**src/rtl/c2ma_pkg.sv**
```systemverilog
`timescale 1ns / 1ps
// ----------------------------------------------------------------------------
// c2ma_pkg
// shared constants for the cartesian to magnitude and angles block:
// datapath widths, arctangent table and pi, all in Q40 radians
// ----------------------------------------------------------------------------
package c2ma_pkg;

	localparam int DEF_SAMPLE_BITS     = 16;
	localparam int DEF_ANGLE_FRAC_BITS = 13;
	localparam int DEF_CORDIC_STAGES   = 16;

	localparam int OUT_W   = 16;
	localparam int CORDIC_W = 64;
	localparam int ANG_W   = 44;
	localparam int ANG_FRAC = 40;
	localparam int OP_TOP  = 60;
	localparam int TAB_LEN = 24;

	localparam logic signed [ANG_W-1:0] PI_Q40      = 44'sd3454217652358;
	localparam logic signed [ANG_W-1:0] HALF_PI_Q40 = 44'sd1727108826179;

	localparam logic signed [ANG_W-1:0] ATAN_TAB [TAB_LEN] = '{
		44'sd863554413089,
		44'sd509785937287,
		44'sd269356888665,
		44'sd136729762476,
		44'sd68630207382,
		44'sd34348560106,
		44'sd17178471287,
		44'sd8589759836,
		44'sd4294945451,
		44'sd2147480917,
		44'sd1073741483,
		44'sd536870869,
		44'sd268435451,
		44'sd134217727,
		44'sd67108864,
		44'sd33554432,
		44'sd16777216,
		44'sd8388608,
		44'sd4194304,
		44'sd2097152,
		44'sd1048576,
		44'sd524288,
		44'sd262144,
		44'sd131072
	};

	typedef struct packed {
		logic den_zero;
		logic num_zero;
		logic den_neg;
		logic num_neg;
	} c2ma_flags_t;

endpackage

```
**src/rtl/c2ma_sqrt.sv**
```systemverilog
`timescale 1ns / 1ps
// ----------------------------------------------------------------------------
// c2ma_sqrt
// sum of squares followed by a pipelined restoring square root,
// one result bit per stage, rounded half up and saturated to 16 bits
// ----------------------------------------------------------------------------
module c2ma_sqrt import c2ma_pkg::*; #(
	parameter int SAMPLE_BITS = DEF_SAMPLE_BITS,
	parameter int LAT         = DEF_SAMPLE_BITS + 3
) (
	input  logic                          clk,
	input  logic                          en,
	input  logic signed [SAMPLE_BITS-1:0] x,
	input  logic signed [SAMPLE_BITS-1:0] y,
	input  logic signed [SAMPLE_BITS-1:0] z,
	output logic [OUT_W-1:0]              magnitude
);

	localparam int S   = SAMPLE_BITS;
	localparam int NW  = 2 * S;
	localparam int MW  = (S + 1 > OUT_W) ? S + 1 : OUT_W;
	localparam int PAD = LAT - (S + 3);

	logic signed [NW-1:0] px_c, py_c, pz_c;
	logic [NW-1:0] sx_s1, sy_s1, sz_s1;
	logic [NW-1:0] rem_s [S+1];
	logic [NW-1:0] res_s [S+1];
	logic [S:0]    rr_c;
	logic [MW-1:0] rw_c;
	logic [OUT_W-1:0] mag_p;

	assign px_c = x * x;
	assign py_c = y * y;
	assign pz_c = z * z;

	always_ff @(posedge clk) begin
		if (en) begin
			sx_s1 <= $unsigned(px_c);
			sy_s1 <= $unsigned(py_c);
			sz_s1 <= $unsigned(pz_c);
		end
	end

	always_ff @(posedge clk) begin
		if (en) begin
			rem_s[0] <= sx_s1 + sy_s1 + sz_s1;
			res_s[0] <= '0;
		end
	end

	for (genvar j = 0; j < S; j++) begin : g_bit
		localparam logic [NW-1:0] BIT = NW'(1) << (2 * (S - 1 - j));
		always_ff @(posedge clk) begin
			if (en) begin
				if (rem_s[j] >= res_s[j] + BIT) begin
					rem_s[j+1] <= rem_s[j] - (res_s[j] + BIT);
					res_s[j+1] <= (res_s[j] >> 1) + BIT;
				end else begin
					rem_s[j+1] <= rem_s[j];
					res_s[j+1] <= res_s[j] >> 1;
				end
			end
		end
	end

	// round half up, saturate
	assign rr_c = (S+1)'(res_s[S][S-1:0]) + (S+1)'(rem_s[S] > res_s[S]);
	assign rw_c = MW'(rr_c);

	always_ff @(posedge clk) begin
		if (en) begin
			mag_p <= (rw_c > MW'({OUT_W{1'b1}})) ? {OUT_W{1'b1}} : rw_c[OUT_W-1:0];
		end
	end

	if (PAD > 0) begin : g_pad
		logic [OUT_W-1:0] dly_q [PAD];
		always_ff @(posedge clk) begin
			if (en) begin
				dly_q[0] <= mag_p;
				for (int k = 1; k < PAD; k++) begin
					dly_q[k] <= dly_q[k-1];
				end
			end
		end
		assign magnitude = dly_q[PAD-1];
	end else begin : g_nopad
		assign magnitude = mag_p;
	end

endmodule

```
**config.mk**
```make
export PLATFORM = sky130hd
export DESIGN_NAME = c2ma_sqrt
export DESIGN_NICKNAME = d
export VERILOG_FILES = /design/src/rtl/c2ma_pkg.sv /design/src/rtl/c2ma_sqrt.sv
export SDC_FILE = /design/constraint.sdc
export NUM_CORES = 2
export LEC_CHECK = 0
export ABC_AREA = 1
export BUFFER_PORTS_ARGS = -buffer_cell sky130_fd_sc_hd__buf_4
export CORE_MARGIN = 10
export CORE_UTILIZATION = 45
export DETAILED_ROUTE_END_ITERATION = 16
export PLACE_DENSITY_LB_ADDON = 0.2
export SYNTH_ARGS = -nofsm -noshare
export SYNTH_HDL_FRONTEND = slang
export SYNTH_SLANG_ARGS = --single-unit
```
**constraint.sdc**
```tcl
create_clock -name clk -period 6.23 [get_ports clk]
set_input_delay 1.246 -clock clk [delete_from_list [all_inputs] [get_ports clk]]
set_output_delay 1.246 -clock clk [all_outputs]
set_load 0.02 [all_outputs]
```
==> reports/qor.txt <==
Maximum fanout along the worst path: 13
Grt total ovfl: 0
Main synth FF type: edfxtp_1
Design area: 82300 um^2
Slew headroom: 0.372
IO Port Bufs: 65
Synth warn: 0
Xor-xnor portion of the synthesized cell area: 0.0326
Synthesized-area fraction occupied by adder cells: 0.281
Row cnt: 147
Clock slew at reported path FFs: 0.06 ns
Core area: 161000 um^2
CP Capture Type: flop
Area of the mapped netlist: 73100 um^2
Setup WS post-layout: 0.317 ns
Final TNS setup: 0 ns
Post-DP HPWL: 156000 um
Worst Path Required: 6.65 ns
I/O pins: 66
Unrepaired setup endpoints after global routing: false
Clk root buf: clkbuf_16
CTS tree: built
Largest net degree at the start of global routing: 153
Setup repair bufs after CTS: 0
Simple-Gate Fraction of Synth Area: 0.207
First-pass GRT wire length: 296000 um
Per-cell routed wire length: 16.3 um
Inst Count DP: 11100
CP Data Arrival Time: 6.33 ns
Mux share of post-synthesis cell area: 0
Tcrit/Tclk final: 0.949
Syn-to-layout area delta: 12.6%
Via count: 55500
Post-synthesis cell type count: 56
Register area share after synthesis: 0.324
Routability congestion estimate: 0.939
DRT Pass-1 Iters: 8
Die span in x: 423 um
# setup viols final: 0
Worst skew pair latency: 0.70 ns
Post-CTS sizing: 0
Initial antenna violation count: 1
Most frequent cells in the layout: 2052 x nand2_1, 1974 x inv_1, 789 x edfxtp_1
Post-Synthesis Cells: 8557
Placed Area: 79300 um^2
Outcome: complete, no violations
Final Hold Fails: 0
Initial DRC Count: 3986
Die area: 179000 um^2
Slew Viols, Final: 0
Number of global-route vias before repair: 56200
Share of layout cells above drive strength 1: 0.0890
Ant diodes: 0
Asr flop ratio synth: 0
Most common cell after layout, fill and taps aside: nand2_1
Final #Nets: 10300
Combinational family with the most area after synthesis: adder cells
Number of synthesized flops with an enable pin: 789
Max Freq: 0.169 GHz
Startpoint Class: input port
# hold bufs at CTS: 0
Register bit total from synthesis: 789
Crit path time final: 5.91 ns
Pre-CTS setup slack: -0.384 ns
Fillers: 15300
Die height: 423 um
Post-route ant nets: 0
Routed vias/inst: 4.92
Post-route insts no fill: 11300
Crit Path Class: in -> reg
DRC viols: 0
Slew of the pin with the lowest slew margin: 0.941 ns
Max-Cap Viols: 0
Clock Tree Buf Depth: 3
Hold crit path type: reg -> reg
CTS Sinks: 789
Num CTS Buffers: 87
Routed WL: 184000 um
GR Util All Layers: 0.204
Compound-Gate Fraction of Synth Area: 0.0448
Clock Skews: 0.0358 ns
Syn Area/Cell: 8.54 um^2
H-tree Lvls: 3
Initial Util: 0.454
through the flow:
| stage | hold WS (ns) | util |
|---|---|---|
| finish | 0.429 | 0.511 |
| global route | 0.443 | 0.511 |
| CTS | 0.426 | 0.511 |
| detailed placement | 0.426 | 0.493 |
| global placement | 0.428 | 0.493 |
| floorplan | 0.417 | - |
registers in the layout (all words and copies together) (netlist names):
name       count
magnitude     16
rem_s        544
res_s        136
sx_s1         31
sy_s1         31
sz_s1         31
area by class of cell:
cell class / instances / area (um^2) / share of cell area
Clock inverter: 66 / 753 / 0.00915
Inverter: 1987 / 7470 / 0.0907
Tap cell: 2160 / 2700 / 0.0328
Multi-Input combinational cell: 5639 / 41300 / 0.502
Sequential cell: 789 / 23700 / 0.288
Timing Repair Buffer: 535 / 4100 / 0.0498
Clock buffer: 95 / 2250 / 0.0273
final timing paths:
check	from	slack (ns)	cells past startpoint	end
setup / recovery	y[10]	0.32	18	sy_s1[14]
hold reg to reg	rem_s[4][13]	0.43	0	rem_s[5][13]
hold / removal	rem_s[4][13]	0.43	0	rem_s[5][13]
setup reg to reg	res_s[16][13]	2.75	16	magnitude[8]
worst max-delay path, stage by stage:
cell and delay (ns):
buf_4 0.21, nand2_1 0.11, fa_1 0.55, fa_1 0.56
inv_1 0.05, fa_1 0.50, inv_1 0.06, fa_1 0.55
fa_1 0.43, fa_1 0.50, inv_1 0.05, ha_1 0.35
a21oi_1 0.29, o21ai_0 0.22, inv_1 0.13, nand3_1 0.18
buf_4 0.19, xor2_1 0.15
logic make-up after synthesis:
logic type      after synthesis
compound gates              588
xor+xnor                    272
fa+ha+maj                  1199
buf+inv                    2131
flops                       789
other cells                   1
simple gates               3577
synthesized netlist by cell type, types with 8 or more instances:
| cell type | instances | area share |
|---|---|---|
| ha_1 | 467 | 0.080 |
| edfxtp_1 | 789 | 0.32 |
| inv_1 | 1975 | 0.10 |
| nand4_1 | 165 | 0.014 |
| nand2_1 | 2055 | 0.11 |
| a21o_1 | 20 | 0.0021 |
| nand3_1 | 392 | 0.027 |
| nor2_2 | 15 | 0.0013 |
| nand3b_1 | 28 | 0.0029 |
| o21ai_0 | 176 | 0.012 |
| xnor2_1 | 96 | 0.012 |
| clkbuf_1 | 114 | 0.0059 |
| fa_1 | 732 | 0.20 |
| buf_2 | 12 | 0.00082 |
| o21ai_1 | 31 | 0.0021 |
| o21bai_1 | 43 | 0.0044 |
| o211ai_1 | 8 | 0.00082 |
| buf_4 | 8 | 0.00082 |
| nor2_1 | 674 | 0.035 |
| a21oi_1 | 262 | 0.018 |
| o21a_1 | 9 | 0.00092 |
| nor3_1 | 116 | 0.0079 |
| nor4_1 | 45 | 0.0039 |
| o21ai_2 | 17 | 0.0020 |
| nand2_2 | 19 | 0.0016 |
| or2_2 | 25 | 0.0021 |
| xor2_1 | 176 | 0.021 |
layer usage:
metal  GRT usage  wire length, um  part of all wire  vias to the layer above
li1            -                -                 -                    27600
met1       0.266            80700              0.44                    26500
met2       0.362            91700              0.50                     1094
met3      0.0188             6910             0.038                      227
met4      0.0544             4590             0.025                        0
met5           0                0                 0                        -
Power is left out: the tool's default activity adds up to more than one toggle a clock period on the data nets, which glitch-free logic cannot reach.
